`src/rtl/fue_pkg.sv`:
```
// Shared types, constants and character helpers for the form-urlencoded encoder.
`default_nettype none
package fue_pkg;

  localparam int unsigned MAX_HELD_SPACES = 16;
  localparam int unsigned HELD_W          = $clog2(MAX_HELD_SPACES + 1);
  // longest expansion: all held spaces plus the six-character line break
  localparam int unsigned POS_W           = $clog2(MAX_HELD_SPACES + 6);

  localparam int unsigned QDEPTH  = 4;
  localparam int unsigned QPTR_W  = $clog2(QDEPTH);
  localparam int unsigned QCNT_W  = $clog2(QDEPTH + 1);

  localparam logic [7:0] CH_SPACE = 8'h20;
  localparam logic [7:0] CH_LF    = 8'h0A;
  localparam logic [7:0] CH_DEL   = 8'h7F;
  localparam logic [7:0] CH_PLUS  = 8'h2B;
  localparam logic [7:0] CH_PCT   = 8'h25;
  localparam logic [7:0] CH_ZERO  = 8'h30;
  localparam logic [7:0] CH_UPA   = 8'h41;
  localparam logic [7:0] CH_UPD   = 8'h44;

  typedef enum logic [2:0] {
    K_PLUS_ONLY,  // only the held '+' characters
    K_BARE_END,   // end marker with no character
    K_PLAIN,      // one literal character
    K_ESCAPE,     // %XY
    K_NEWLINE     // %0D%0A
  } cmd_kind_t;

  typedef struct packed {
    logic [HELD_W-1:0] plus_cnt;
    cmd_kind_t         kind;
    logic [7:0]        data;
    logic              last;
  } cmd_t;

  function automatic logic must_escape(input logic [7:0] b);
    logic r;
    r = (b < CH_SPACE) || (b >= CH_DEL) ||
        (b >= 8'h21 && b <= 8'h2D) || (b == 8'h2F) ||
        (b >= 8'h3A && b <= 8'h40) || (b >= 8'h5B && b <= 8'h5E) ||
        (b == 8'h60) || (b >= 8'h7B && b <= 8'h7E);
    return r;
  endfunction

  function automatic logic [7:0] hex_digit(input logic [3:0] n);
    logic [7:0] r;
    if (n < 4'd10) r = CH_ZERO + {4'd0, n};
    else           r = CH_UPA + {4'd0, n} - 8'd10;
    return r;
  endfunction

  function automatic logic [7:0] newline_char(input logic [2:0] idx);
    logic [7:0] r;
    unique case (idx)
      3'd0, 3'd3: r = CH_PCT;
      3'd1, 3'd4: r = CH_ZERO;
      3'd2:       r = CH_UPD;
      default:    r = CH_UPA;
    endcase
    return r;
  endfunction

  function automatic logic [2:0] kind_len(input cmd_kind_t k);
    logic [2:0] r;
    unique case (k)
      K_PLUS_ONLY: r = 3'd0;
      K_BARE_END:  r = 3'd1;
      K_PLAIN:     r = 3'd1;
      K_ESCAPE:    r = 3'd3;
      K_NEWLINE:   r = 3'd6;
      default:     r = 3'd1;
    endcase
    return r;
  endfunction

endpackage
`default_nettype wire

```
`src/rtl/fue_front.sv`:
```
// Front end: accepts raw bytes, tracks held spaces and issues expansion commands.
`default_nettype none
module fue_front (
  input  wire logic          clk,
  input  wire logic          rst,
  input  wire logic          strip,
  input  wire logic          in_fire,
  input  wire logic [7:0]    in_byte,
  input  wire logic          in_last,
  output fue_pkg::cmd_t      cmd,
  output logic               cmd_push
);
  import fue_pkg::*;

  logic [HELD_W-1:0] held;
  logic [HELD_W-1:0] held_next;

  always_comb begin
    cmd          = '0;
    cmd.data     = in_byte;
    cmd.last     = in_last;
    cmd.plus_cnt = held;
    cmd.kind     = K_PLAIN;
    cmd_push     = in_fire;
    held_next    = held;
    if (in_byte == CH_SPACE && strip) begin
      if (in_last) begin
        cmd.kind     = K_BARE_END;
        cmd.plus_cnt = '0;
        held_next    = '0;
      end else if (held >= HELD_W'(MAX_HELD_SPACES)) begin
        // counter full: oldest held space goes out now
        cmd.kind     = K_PLUS_ONLY;
        cmd.plus_cnt = HELD_W'(1);
      end else begin
        cmd_push     = 1'b0;
        held_next    = held + HELD_W'(1);
      end
    end else begin
      held_next = '0;
      if (in_byte == CH_LF) begin
        cmd.kind = K_NEWLINE;
      end else if (must_escape(in_byte)) begin
        cmd.kind = K_ESCAPE;
      end else if (in_byte == CH_SPACE) begin
        cmd.data = CH_PLUS;
      end
    end
  end

  always_ff @(posedge clk) begin
    if (rst) begin
      held <= '0;
    end else if (in_fire) begin
      held <= held_next;
    end
  end

endmodule
`default_nettype wire

```
`src/rtl/fue_queue.sv`:
```
// Short command queue between front and back end.
`default_nettype none
module fue_queue (
  input  wire logic          clk,
  input  wire logic          rst,
  input  wire logic          push,
  input  fue_pkg::cmd_t      push_cmd,
  input  wire logic          pop,
  output fue_pkg::cmd_t      head,
  output logic               empty,
  output logic               full
);
  import fue_pkg::*;

  cmd_t              slots [QDEPTH];
  logic [QPTR_W-1:0] wr_ptr;
  logic [QPTR_W-1:0] rd_ptr;
  logic [QCNT_W-1:0] count;

  assign empty = (count == '0);
  assign full  = (count == QCNT_W'(QDEPTH));
  assign head  = slots[rd_ptr];

  always_ff @(posedge clk) begin
    if (push) slots[wr_ptr] <= push_cmd;
  end

  always_ff @(posedge clk) begin
    if (rst) begin
      wr_ptr <= '0;
      rd_ptr <= '0;
      count  <= '0;
    end else begin
      if (push) wr_ptr <= wr_ptr + QPTR_W'(1);
      if (pop)  rd_ptr <= rd_ptr + QPTR_W'(1);
      if (push && !pop)      count <= count + QCNT_W'(1);
      else if (pop && !push) count <= count - QCNT_W'(1);
    end
  end

endmodule
`default_nettype wire

```
`src/rtl/fue_back.sv`:
```
// Back end: expands queued commands into output characters, one per cycle while the output is not stalled.
`default_nettype none
module fue_back (
  input  wire logic          clk,
  input  wire logic          rst,
  input  fue_pkg::cmd_t      head,
  input  wire logic          empty,
  output logic               pop,
  output logic               out_valid,
  input  wire logic          out_ready,
  output logic [7:0]         out_byte,
  output logic               out_has,
  output logic               out_end
);
  import fue_pkg::*;

  logic [POS_W-1:0] pos;
  logic [POS_W-1:0] pos_next;
  logic [POS_W-1:0] total;
  logic [POS_W-1:0] idx;
  logic             load;
  logic             final_char;
  logic [7:0]       ch;
  logic             ch_has;

  assign load       = !empty && (!out_valid || out_ready);
  assign total      = POS_W'(head.plus_cnt) + POS_W'(kind_len(head.kind));
  assign final_char = (pos == total - POS_W'(1));
  assign pop        = load && final_char;
  assign idx        = pos - POS_W'(head.plus_cnt);
  assign pos_next   = final_char ? '0 : pos + POS_W'(1);

  always_comb begin
    ch     = CH_PLUS;
    ch_has = 1'b1;
    if (pos >= POS_W'(head.plus_cnt)) begin
      unique case (head.kind)
        K_BARE_END: begin
          ch     = '0;
          ch_has = 1'b0;
        end
        K_PLAIN:   ch = head.data;
        K_ESCAPE: begin
          if (idx == '0)               ch = CH_PCT;
          else if (idx == POS_W'(1))   ch = hex_digit(head.data[7:4]);
          else                         ch = hex_digit(head.data[3:0]);
        end
        K_NEWLINE: ch = newline_char(idx[2:0]);
        default:   ch = CH_PLUS;
      endcase
    end
  end

  always_ff @(posedge clk) begin
    if (rst) begin
      pos       <= '0;
      out_valid <= 1'b0;
    end else begin
      if (load) begin
        pos       <= pos_next;
        out_valid <= 1'b1;
      end else if (out_ready) begin
        out_valid <= 1'b0;
      end
    end
  end

  always_ff @(posedge clk) begin
    if (load) begin
      out_byte <= ch;
      out_has  <= ch_has;
      out_end  <= final_char && head.last;
    end
  end

endmodule
`default_nettype wire

```
`src/rtl/form_url_encoder.sv`:
```
// Form-urlencoded encoder: one name or value byte stream in, encoded characters out.
// An accepted byte passes the command queue and the output register before its first character.
// Throughput: input taken every cycle while the four-entry command queue has room;
//   the back end emits one character per cycle unless the output stalls, so a byte costs 0 (a held space)
//   to 22 output characters (held '+' characters plus 1, 3 or 6), and that output port sets the rate.
// Reset (rst, synchronous): queue, held-space count and output valid cleared;
//   trailing-space stripping comes up enabled.
`default_nettype none
module form_url_encoder (
  input  wire logic        clk,
  input  wire logic        rst,
  // configuration: strip_trailing_spaces
  input  wire logic        cfg_valid,
  output logic             cfg_ready,
  input  wire logic        cfg_data,
  // raw string in
  input  wire logic        s_tvalid,
  output logic             s_tready,
  input  wire logic [7:0]  s_tdata,   // [7:0] data_byte
  input  wire logic        s_tlast,   // last_byte
  // encoded characters out
  output logic             m_tvalid,
  input  wire logic        m_tready,
  output logic [7:0]       m_tdata,   // [7:0] out_byte
  output logic             m_tuser,   // [0] has_byte
  output logic             m_tlast    // end_of_string
);
  import fue_pkg::*;

  logic strip;
  logic in_fire;
  cmd_t push_cmd;
  logic push;
  cmd_t head;
  logic q_empty;
  logic q_full;
  logic pop;

  // The user must write the register only while idle; the block does not enforce this, so cfg_ready is always high.
  assign cfg_ready = 1'b1;

  always_ff @(posedge clk) begin
    if (rst) begin
      strip <= 1'b1;
    end else if (cfg_valid && cfg_ready) begin
      strip <= cfg_data;
    end
  end

  // Front takes a byte whenever a queue slot is free; a held space needs none,
  // but keeping the rule uniform keeps s_tready off the output path.
  assign s_tready = !q_full;
  assign in_fire  = s_tvalid && s_tready;

  fue_front u_front (
    .clk      (clk),
    .rst      (rst),
    .strip    (strip),
    .in_fire  (in_fire),
    .in_byte  (s_tdata),
    .in_last  (s_tlast),
    .cmd      (push_cmd),
    .cmd_push (push)
  );

  fue_queue u_queue (
    .clk      (clk),
    .rst      (rst),
    .push     (push),
    .push_cmd (push_cmd),
    .pop      (pop),
    .head     (head),
    .empty    (q_empty),
    .full     (q_full)
  );

  // Back end walks the head command one character per cycle, while the output is not
  // stalled, into the output register; the last character of a command pops it.
  fue_back u_back (
    .clk       (clk),
    .rst       (rst),
    .head      (head),
    .empty     (q_empty),
    .pop       (pop),
    .out_valid (m_tvalid),
    .out_ready (m_tready),
    .out_byte  (m_tdata),
    .out_has   (m_tuser),
    .out_end   (m_tlast)
  );

endmodule
`default_nettype wire

```
`config.mk`:
```
export PLATFORM = sky130hd
export DESIGN_NAME = form_url_encoder
export DESIGN_NICKNAME = d
export VERILOG_FILES = /design/src/rtl/fue_pkg.sv /design/src/rtl/fue_front.sv /design/src/rtl/fue_queue.sv /design/src/rtl/fue_back.sv /design/src/rtl/form_url_encoder.sv
export SDC_FILE = /design/constraint.sdc
export NUM_CORES = 1
export LEC_CHECK = 0
export ABC_AREA = 1
export BUFFER_PORTS_ARGS = -buffer_cell sky130_fd_sc_hd__buf_2
export CAP_MARGIN = 40
export CORE_ASPECT_RATIO = 0.5
export CORE_MARGIN = 1.5
export CORE_UTILIZATION = 55
export DETAILED_ROUTE_END_ITERATION = 12
export GPL_ROUTABILITY_DRIVEN = 0
export PLACE_DENSITY = 0.73
export SKIP_LAST_GASP = 1
export SLEW_MARGIN = 20
export SYNTH_ARGS = -nofsm -noshare
export SYNTH_HDL_FRONTEND = slang
export SYNTH_SLANG_ARGS = --single-unit
```
`constraint.sdc`:
```
create_clock -name clk -period 5.52 [get_ports clk]
set_input_delay 0.828 -clock clk [delete_from_list [all_inputs] [get_ports clk]]
set_output_delay 0.828 -clock clk [all_outputs]
set_load 0.05 [all_outputs]
```
**Yosys cells after proc, flatten, opt, wreduce, memory -nomap -nowiden**

Memory sizes are Yosys's and may differ from the RTL's. A register that Yosys moved wholly into a read port is not among the register bits.
Cells that the tools add are included.

- $lt $le $gt $ge: 14
- $add $sub $neg: 15
- Mux-type cells: 33
- Reduce and logical (&&, ||, !) cells: 33
- Eq/ne operators: 16

Operator list:

| cell | count |
|---|---|
| $mux W8 | 10 |
| $pmux W8 S4 | 1 |
| $mux W5 | 5 |
| $ge A8 B7 Y1 const B | 3 |
| $le A8 B7 Y1 const B | 3 |
| $pmux W7 S3 | 1 |
| $add A7 B4 Y8 const A | 2 |
| $eq A8 B6 Y1 const B | 2 |
| $ge A8 B6 Y1 const B | 2 |
| $sub A8 B4 Y8 const B | 2 |
| $add A6 B4 Y7 const A | 2 |
| $eq A3 B2 Y1 const B | 4 |
| $mux W3 | 4 |
| $logic_and A1 B1 Y1 | 11 |
| $add A5 B1 Y5 const B | 2 |
| $eq A3 B3 Y1 const B | 3 |
| $logic_not A3 Y1 | 3 |
| $mux W1 | 9 |
| $pmux W3 S3 | 1 |
| $eq A8 B4 Y1 const B | 1 |
| $eq A8 B7 Y1 const B | 1 |
| $le A8 B6 Y1 const B | 1 |
| $logic_or A1 B1 Y1 | 8 |
| $lt A4 B4 Y1 const B | 2 |
| 19 further kinds | 28 |

- Memories: 1
- Output and inout bits: 13
- Flip-flop bits (word level): 29
- Input bits: 15
- Bits in writable memories: 68

Memories:

| memory | depth | width | rd ports | clocked after memory_dff | write ports | RTL line | source |
|---|---|---|---|---|---|---|---|
| u_queue.slots | 4 | 17 | 1 | 1 | 1 | fue_queue.sv:15 | `cmd_t slots [QDEPTH];` |

**Logic depth before layout (Yosys ltp)**

Gate-level depths: netlist of run 1.

- Depth after elaboration: 11
- Mapped depth: 31
- Depth with buffers taken out: 30

**Hierarchy**

Synthesis of run 1 repeated with hierarchy kept, for this count alone.

- Cells, all modules: 559
- Area total of the unflattened synthesis: 5277.6 um2

Modules (own cells, without submodules):

| module | area an instance (um2) | cells an instance | times used |
|---|---|---|---|
| fue_queue | 3026.7 | 222 | 1 |
| fue_back | 1552.7 | 208 | 1 |
| fue_front | 628.1 | 118 | 1 |
| form_url_encoder | 70.1 | 11 | 1 |

**Worst setup path before layout of run 1**

OpenSTA, ideal clock, no wires.

- Path type: register -> register
- Start: register with a tool-made name
- End: register u_queue.count[1]
- Data arrival time: 3609 ps
- Period minus slack after synthesis: 3729 ps
- Path slack: 1791 ps
- Library setup time: 120 ps
- Stages on the path, launching flop included: 27
- Cells stage by stage: dfxtp_1 > buf_6 > inv_8 > buf_8 > nand2_1 > nand3_1 > nand2_2 > nand2_2 > nor2_4 > inv_2 > o21ai_0 > inv_1 > ha_1 > inv_1 > ha_1 > fa_1 > xnor2_1 > nand3_1 > nor2_1 > nand2_2 > nor2_4 > nand2_4 > ha_1 > inv_1 > fa_1 > o21ai_0 > a21oi_1

RTL lines:

| element | RTL line | source |
|---|---|---|
| end signal: assignment | fue_queue.sv:36 | `if (push && !pop) count <= count + QCNT_W'(1);` |
| end signal: assignment | fue_queue.sv:37 | `else if (pop && !push) count <= count - QCNT_W'(1);` |
| end: declaration | fue_queue.sv:18 | `logic [QCNT_W-1:0] count;` |

==> flow_summary.ini, run 1 <==
[worst_setup_path]
path_delay_family = adder cells
worst-setup-path-type = flip-flop to flip-flop
arrival_ns = 4.79
endpoint_kind = flip-flop
cpPeakStageDelay_ns = 0.75
cpMaxStageDelayCell = dfxtp_1
crit_fanout = 21
worstSetupStartpointType = flip-flop
cp.required_ns = 5.75
cpMostUsedCell = o21ai_0
worst-path-buf-inv = 6

[synthesis]
synth_nets = 630
yosys.area.top_type_share_pct = 43.48
synth_seq_cells = 99
synth.cell_area_sq_mm = 0.005386
synth_cell_types = 46
yosysMostFrequentCell = nand2_1
yosys-top-cells-count = nand2_1, edfxtp_1, inv_1, nand3_1, nor2_1
yosys_warnings = 0
async_reset_ff_share_pct = 0
yosys.area.top_type = edfxtp_1
synth.avg_cell_area_sq_um = 9.114
ys_top_cells_by_area = edfxtp_1, nand2_1, dfxtp_1
yosysSeqAreaShare_pct = 51.29
synth-edff-count = 78
netlist_instances = 591
synthFlopType = edfxtp_1

[die]
rows = 25
fp.dieW_um = 143.0
dieHeight_um = 72.98
start_util_pct = 56.83
die-area_sq_mm = 0.01043
core_region_area_sq_mm = 0.009478
ios = 28

[global_routing]
grt_pass1_wl_um = 17840
grt_max_degree = 37
antenna_found_initial = 0
first_global_vias = 3717
track_usage_pct = 22.69
grt-ovfl-total = 0

[timing]
worstMarginPinSlew_ns = 0.6612
setup_viol = 0
min_period_ns = 4.562
slew_headroom_pct = 55.86
fin_crit_sh_pct = 82.64
rsz0062_at_grt = no
max_freq_ghz = 0.2192
slew_violations = 0
whs_ns = 0.5014
tns_ns = 0
worst_slack_ns = 0.9582
hold_violations = 0
skew_ns = 0.006753

[flow_run]
max-cap-violations = 0

[finish]
final_cells = 755
drive_above_1_share_pct = 15.48
n_antenna_cell = 0
final_net_count = 654
syn_to_final_growth_pct = 9.826

[clock_tree]
cts_setup_buffers = 0
htree_levels = 3
cts_tree = yes
cts-root-buf = clkbuf_16
post_cts_resized = 0
clk_pin_slew_worst_paths_ns = 0.07
clock_sinks = 99
cts_buffers = 9
insertion_delay_ns = 0.35
cts.path.max_buffers = 2
ctsHoldBuffers = 0

[routing]
firstDrtPassIters = 5
final_antenna_net_count = 0
routed_wl_um = 10920
drt_iter0_drc = 390
vias_per_cell = 5.309
wl_per_cell_um = 14.46
vias = 4008
drc = 0

[placed_design]
place_inst = 739
pre_cts_ws_ns = 0.9922
hpwlAfterDp_um = 7880
port_buffers = 26

[hold_path]
hold_class = flip-flop to flip-flop

[power_and_ir_drop]
pwr_density_cell_mw_per_mm2 = 469.1
ir_drop_mv = 0.2088
leakage_nw = 2.510

[run_status]
status = completed
[final timing paths]
| path | cells past startpoint | endpoint | start | slack, ns |
|---|---|---|---|---|
| max | 28 | u_queue.count[2]$_SDFFE_PP0P_ | flip-flop | 0.96 |
| min | 2 | u_front.held[1]$_SDFFE_PP0P_ | u_front.held[1]$_SDFFE_PP0P_ | 0.50 |
| max reg2reg | 28 | u_queue.count[2]$_SDFFE_PP0P_ | flip-flop | 0.96 |
| min reg2reg | 2 | u_front.held[1]$_SDFFE_PP0P_ | u_front.held[1]$_SDFFE_PP0P_ | 0.50 |
[final cells by class]
type / instances / area [sq um]
repair buffers: 33 / 182.7
inverters: 85 / 329.1
multi-input cells: 387 / 2152
fillers: 770 / 3562
clock buffers: 11 / 264.0
clock inverters: 5 / 56.30
flip-flops and latches: 99 / 2763
well taps: 135 / 168.9
[sequential cells by signal, indices dropped and copies added, names as in the netlist, named ones only]
name              flops
u_queue.slots        68
u_back.out_end        1
strip                 1
u_front.held          5
u_back.out_has        1
u_back.pos            5
u_queue.count         3
u_back.out_byte       8
u_back.out_valid      1
u_queue.wr_ptr        2
u_queue.rd_ptr        2
[worst reg2reg max path, delay by kind of cell, from the launching register on]
kind                     cells  cell delay [ns]
AO/OA/AOI/OAI                6             0.66
XOR/XNOR                     1             0.14
adder cells (fa/ha/maj)      5             1.37
buffers and inverters        6             0.72
flip-flops                   1             0.75
AND/OR/NAND/NOR             10             0.81
[cells by family after synthesis]
kind of cell,after synthesis,share of synthesized area [%]
simple gates,281,24.39
buf+inv,105,8.873
flops,99,51.29
compound gates,70,7.457
fa+ha+maj,24,5.993
xor+xnor,11,1.928
other cells,1,0.06962
[layer usage]
layer / up-vias / GRT usage [%] / share of wire (%)
met5: - / 0 / 0
met4: 0 / 7.675 / 1.8
met3: 17 / 4.331 / 6.0
met2: 121 / 36.29 / 45
met1: 1873 / 31.48 / 47
li1: 1997 / - / -
[cells in the final DEF, fill, tap and decap left out, types with 16 or more instances in the layout]
cell	synthesis	layout
ha_1	21	21
edfxtp_1	78	78
nand3_1	48	48
o21ai_0	27	27
inv_1	75	75
nor2_1	42	42
nand2_1	139	139
nand2_2	16	16
buf_2	2	26
dfxtp_1	21	21
a21oi_1	28	28
[per-stage QoR]
stage / area (sq um) / utilization (%) / power [mW]
CTS: 5916 / 62.42 / 2.784
global route: 5916 / 62.42 / 2.971
detailed placement: 5595 / 59.04 / 2.124
floorplan: 5386 / - / 1.899
finish: 5916 / 62.42 / 2.775
global placement: 5595 / 59.04 / 2.088
[power breakdown]
group	switching (mW)	leakage [nW]	internal, mW
Sequential	0.0533	0.881	0.934
Clock	0.268	0.159	0.392
Combinational	0.767	1.47	0.361
Total	1.09	2.51	1.69
(Power assumes the default switching activity.)
==> run 2: changes to the inputs <==
- clock period: 5.52 -> 4.6 ns (I/O delays scaled with it)
==> flow_summary.ini, run 2 (same netlist as run 1, synthesis figures left out) <==
[run_status]
status = completed

[timing]
rsz0062_at_grt = no
whs_ns = 0.5099
hold_violations = 0
fin_crit_sh_pct = 90.13
slew_violations = 0
skew_ns = 0.007636
slew_headroom_pct = 54.73
worstMarginPinSlew_ns = 0.6729
min_period_ns = 4.146
tns_ns = 0
setup_viol = 0
max_freq_ghz = 0.2412

[clock_tree]
cts_tree = yes
post_cts_resized = 0
cts-root-buf = clkbuf_16
htree_levels = 3
insertion_delay_ns = 0.35
clk_pin_slew_worst_paths_ns = 0.07
ctsHoldBuffers = 0
clock_sinks = 99
cts_setup_buffers = 0
cts_buffers = 9
cts.path.max_buffers = 2

[placed_design]
port_buffers = 26
dpl_cell_area_sq_mm = 0.005610
hpwlAfterDp_um = 7743

[finish]
n_antenna_cell = 0
reg_top3 = u_queue.slots x68, u_back.out_byte x8
final_common_cell = nand2_1
syn_to_final_growth_pct = 9.593
seqCellArea_sq_mm = 0.002763
stdcell_area_sq_mm = 0.005903
regMostFlops = u_queue.slots
final_net_count = 656
largest_register_ffs = 68
layout_common_cells = nand2_1, edfxtp_1, inv_1
drive_above_1_share_pct = 15.59
nFillCells = 786
multiInputGateArea_sq_mm = 0.002152

[die]
fp.dieW_um = 143.0
ios = 28
start_util_pct = 56.83
core_region_area_sq_mm = 0.009478
dieHeight_um = 72.98
rows = 25
die-area_sq_mm = 0.01043

[routing]
vias = 3949
firstDrtPassIters = 7
wl_per_cell_um = 14.24
final_antenna_net_count = 0
drc = 0
drt_iter0_drc = 340
vias_per_cell = 5.217
routed_wl_um = 10780

[worst_setup_path]
cpPeakStageDelay_ns = 0.51
crit_fanout = 19
endpoint_kind = flip-flop
arrival_ns = 4.38
worstSetupStartpointType = flip-flop
cpMaxStageDelayCell = fa_1
path_cells = inv_8 -> o211ai_2 -> nand2_2 -> inv_2 -> nand2_2 -> nor2_4 -> inv_2 -> o21ai_0 -> inv_1 -> ha_1 -> inv_1 -> ha_1 -> fa_1 -> xnor2_1 -> nand3_1 -> nor2_1 -> nand2_2 -> nor2_4 -> nand2_4 -> ha_1 -> inv_1 -> fa_1 -> o21ai_0 -> a21oi_1
cp.required_ns = 4.83
worst-setup-path-type = flip-flop to flip-flop

[global_routing]
antenna_found_initial = 0
grt_use_met1_pct = 31.30
met2_usage_pct = 37.09
first_global_vias = 3700
met3_usage_pct = 4.987
grt_pass1_wl_um = 17880
gr-max-usage-layer = met2
track_usage_pct = 22.95
grt_max_degree = 23
grt-ovfl-total = 0

[hold_path]
hold_class = flip-flop to flip-flop
holdCritStartpoint = u_front.held[1]$_SDFFE_PP0P_

[power_and_ir_drop]
ir_drop_mv = 0.2477
leakage_nw = 2.501
pwr_density_cell_mw_per_mm2 = 552.9

[flow_run]
max-cap-violations = 0
-- run 2: metal layers --
layer	wire (um)	part of all wire, %
met4	89	0.83
met1	5181	48
met3	598	5.5
met2	4907	46
met5	0	0
-- run 2: cell type report --
type / instances / area share [%]
tap: 135 / 2.861
timing repair buffer: 35 / 3.349
inverter: 85 / 5.574
clock buffer: 13 / 4.599
sequential: 99 / 46.80
multi-input combinational: 387 / 36.46
clock inverter: 3 / 0.3603
-- run 2: worst paths after layout --
path | depth (start not counted) | end | slack [ns]
worst min-delay path | 2 | u_front.held[1]$_SDFFE_PP0P_ | 0.51
worst max register to register | 24 | u_queue.count[1]$_SDFFE_PP0P_ | 0.45
worst max-delay path | 24 | u_queue.count[1]$_SDFFE_PP0P_ | 0.45
worst min register to register | 2 | u_front.held[1]$_SDFFE_PP0P_ | 0.51
-- run 2: stage by stage --
stage                     std cells  power [mW]  util [%]  worst slack [ns]
after global routing            757       3.512     62.28           0.04921
after global placement          741       2.514     59.19            0.5984
after CTS                       757       3.283     62.28            0.4303
after detailed placement        741       2.548     59.19            0.4655
final                           757       3.264     62.28            0.4540
after floorplan                 591       2.278         -            0.8707
-- run 2: critical path: cells and delay by family (launching register included) --
kind | cells | cell delay (ns)
AOI/OAI and AO/OA | 4 | 0.47
DFF | 1 | 0.49
and+or+nand+nor | 8 | 0.89
adders and majority gates | 5 | 1.59
xor gates and xnor gates | 1 | 0.12
buffers and inverters | 6 | 0.49
-- run 2: power breakdown --
group | switching, mW | total [mW] | internal [mW]
combinational | 0.918 | 1.35 | 0.436
sequential | 0.0553 | 1.18 | 1.12
clock | 0.318 | 0.733 | 0.415
==> run 3: changes to the inputs <==
- CORE_ASPECT_RATIO: 0.5 -> 1.1
- CTS_BUF_LIST: not set -> sky130_fd_sc_hd__clkbuf_16
==> flow_summary.ini, run 3 (same netlist as run 1, synthesis figures left out) <==
[routing]
routed_wl_um = 10520
vias = 3923
wl_per_cell_um = 14.26
firstDrtPassIters = 4
drt_iter0_drc = 218
drc = 0
final_antenna_net_count = 0
vias_per_cell = 5.316

[worst_setup_path]
crit_fanout = 36
worst-setup-path-type = flip-flop to flip-flop
r2r_cells = 25
worstSetupStartpointType = flip-flop
r2r_slack_ns = 0.50
arrival_ns = 4.33
cp.required_ns = 4.83
endpoint_kind = flip-flop
reg2reg_to = u_queue.count[1]$_SDFFE_PP0P_

[finish]
final_common_cell = nand2_1
reg_top3 = u_queue.slots x68, u_back.out_byte x8
nFillCells = 769
regMostFlops = u_queue.slots
final_cells = 738
n_antenna_cell = 0
largest_register_ffs = 68
stdcell_area_sq_mm = 0.005909
final_net_count = 655
syn_to_final_growth_pct = 9.710
drive_above_1_share_pct = 16.10
layout_common_cells = nand2_1, edfxtp_1, inv_1

[clock_tree]
cts_tree = yes
cts_buffers = 9
htree_levels = 3
clk_pin_slew_worst_paths_ns = 0.07
insertion_delay_ns = 0.34
ctsHoldBuffers = 0
cts.path.max_buffers = 2
cts-root-buf = clkbuf_16
clock_sinks = 99

[global_routing]
track_usage_pct = 21.26
grt_pass1_wl_um = 17360
first_global_vias = 3816
grt_max_degree = 37
grt-ovfl-total = 0
antenna_found_initial = 0

[die]
dieHeight_um = 106.8
core_region_area_sq_mm = 0.009444
start_util_pct = 57.03
ios = 28
rows = 37
die-area_sq_mm = 0.01040
fp.dieW_um = 97.36

[timing]
whs_ns = 0.5128
fin_crit_sh_pct = 89.22
min_period_ns = 4.104
hold_violations = 0
skew_ns = 0.007033
rsz0062_at_grt = no
max_freq_ghz = 0.2437
tns_ns = 0
slew_violations = 0
setup_viol = 0
slew_headroom_pct = 45.15
worstMarginPinSlew_ns = 0.8152

[power_and_ir_drop]
swShare_pct = 39.35
ir_drop_mv = 0.2530
p_sw_mw = 1.288
pwr-share-comb_pct = 41.5
internal-power_mw = 1.985
leakage_nw = 2.505
power_frac_clock_pct = 22.5
p_seq_share_pct = 36.0
pwr_density_cell_mw_per_mm2 = 554.0

[hold_path]
hold_class = flip-flop to flip-flop
hold_end = u_queue.count[2]$_SDFFE_PP0P_
holdCritStartpoint = u_queue.count[2]$_SDFFE_PP0P_
min_path_cells = 2

[placed_design]
port_buffers = 26
dpl_cell_area_sq_mm = 0.005617
place_inst = 722
hpwlAfterDp_um = 7959

[flow_run]
max-cap-violations = 0

[run_status]
status = completed
==> run 3: cell types whose count changed in the layout (fill, tap and decap cells not counted), sizes merged <==
cell,before,now
clkbuf,13,9
bufinv,0,1
buf,35,34
inv,84,87
==> run 3: worst max-delay path by stage <==
stage	start	endpoint	slack, ns	cells past startpoint
3_3_place_gp	flip-flop	u_queue.count[1]$_SDFFE_PP0P_	0.55	26
6_report	flip-flop	u_queue.count[1]$_SDFFE_PP0P_	0.50	25
5_1_grt	flip-flop	u_queue.count[1]$_SDFFE_PP0P_	0.13	26
2_1_floorplan	flip-flop	u_queue.count[1]$_SDFFE_PP0P_	0.87	26
4_1_cts	flip-flop	u_queue.count[1]$_SDFFE_PP0P_	0.35	24
3_5_place_dp	flip-flop	u_queue.count[1]$_SDFFE_PP0P_	0.39	24
==> run 3: final cells by class <==
| type | instances | area (sq um) | area share, % |
|---|---|---|---|
| Timing Repair Buffer | 34 | 216.5 | 3.663 |
| Multi-Input combinational cell | 387 | 2162 | 36.59 |
| Sequential cell | 99 | 2764 | 46.77 |
| Clock buffer | 9 | 225.2 | 3.811 |
| Inverter | 85 | 329.1 | 5.568 |
| Tap cell | 117 | 146.4 | 2.477 |
| Clock inverter | 7 | 66.31 | 1.122 |
==> run 3: stage by stage <==
stage | util, % | power, mW | setup slack (ns)
5_1_grt | 62.57 | 3.497 | 0.1252
6_report | 62.57 | 3.274 | 0.4958
4_1_cts | 62.56 | 3.285 | 0.3508
3_3_place_gp | 58.88 | 2.495 | 0.5461
2_1_floorplan | - | 2.278 | 0.8707
3_5_place_dp | 59.47 | 2.550 | 0.3932
==> run 3: per-layer routing <==
| layer | vias up | wire length, um | global-route usage, % | part of all wire, % |
|---|---|---|---|---|
| met5 | - | 0 | 0 | 0 |
| met4 | 0 | 215 | 9.082 | 2.0 |
| met3 | 17 | 309 | 3.390 | 2.9 |
| met2 | 70 | 5301 | 37.51 | 50 |
| met1 | 1835 | 4695 | 26.01 | 45 |
| li1 | 2001 | - | - | - |
==> run 3: power by group through the flow <==
stage               combinational (mW)  clock, mW  sequential, mW
floorplan                        0.971          0            1.31
global placement                  1.30          0            1.20
detailed placement                1.35          0            1.20
CTS                               1.36      0.745            1.18
global route                      1.53      0.782            1.19
finish                            1.36      0.736            1.18
==> run 3: what timing repair did <==
| action | 4_1_cts | 5_1_grt |
|---|---|---|
| endpoints found under the setup margin | 0 | 1 |
| setup buffers | 0 | 0 |
| endpoints found under the hold margin | 0 | 0 |
| resized for setup | 0 | 1 |
==> run 3: critical path, cell delays in order, from the launching register on <==
cell and delay [ns]:
dfxtp_2 0.38, inv_8 0.19, nand2_1 0.09, o211ai_2 0.07, nand2_2 0.11, inv_2 0.10, nand2_2 0.09, nor2_4 0.14
inv_2 0.07, o21ai_0 0.07, inv_1 0.06, ha_1 0.26, inv_1 0.04, ha_1 0.21, fa_1 0.51, xnor2_1 0.12
nand3_1 0.09, nor2_1 0.14, nand2_2 0.09, nor2_4 0.12, nand2_4 0.09, ha_1 0.19, inv_1 0.10, fa_1 0.41
o21ai_0 0.17, a21oi_1 0.07
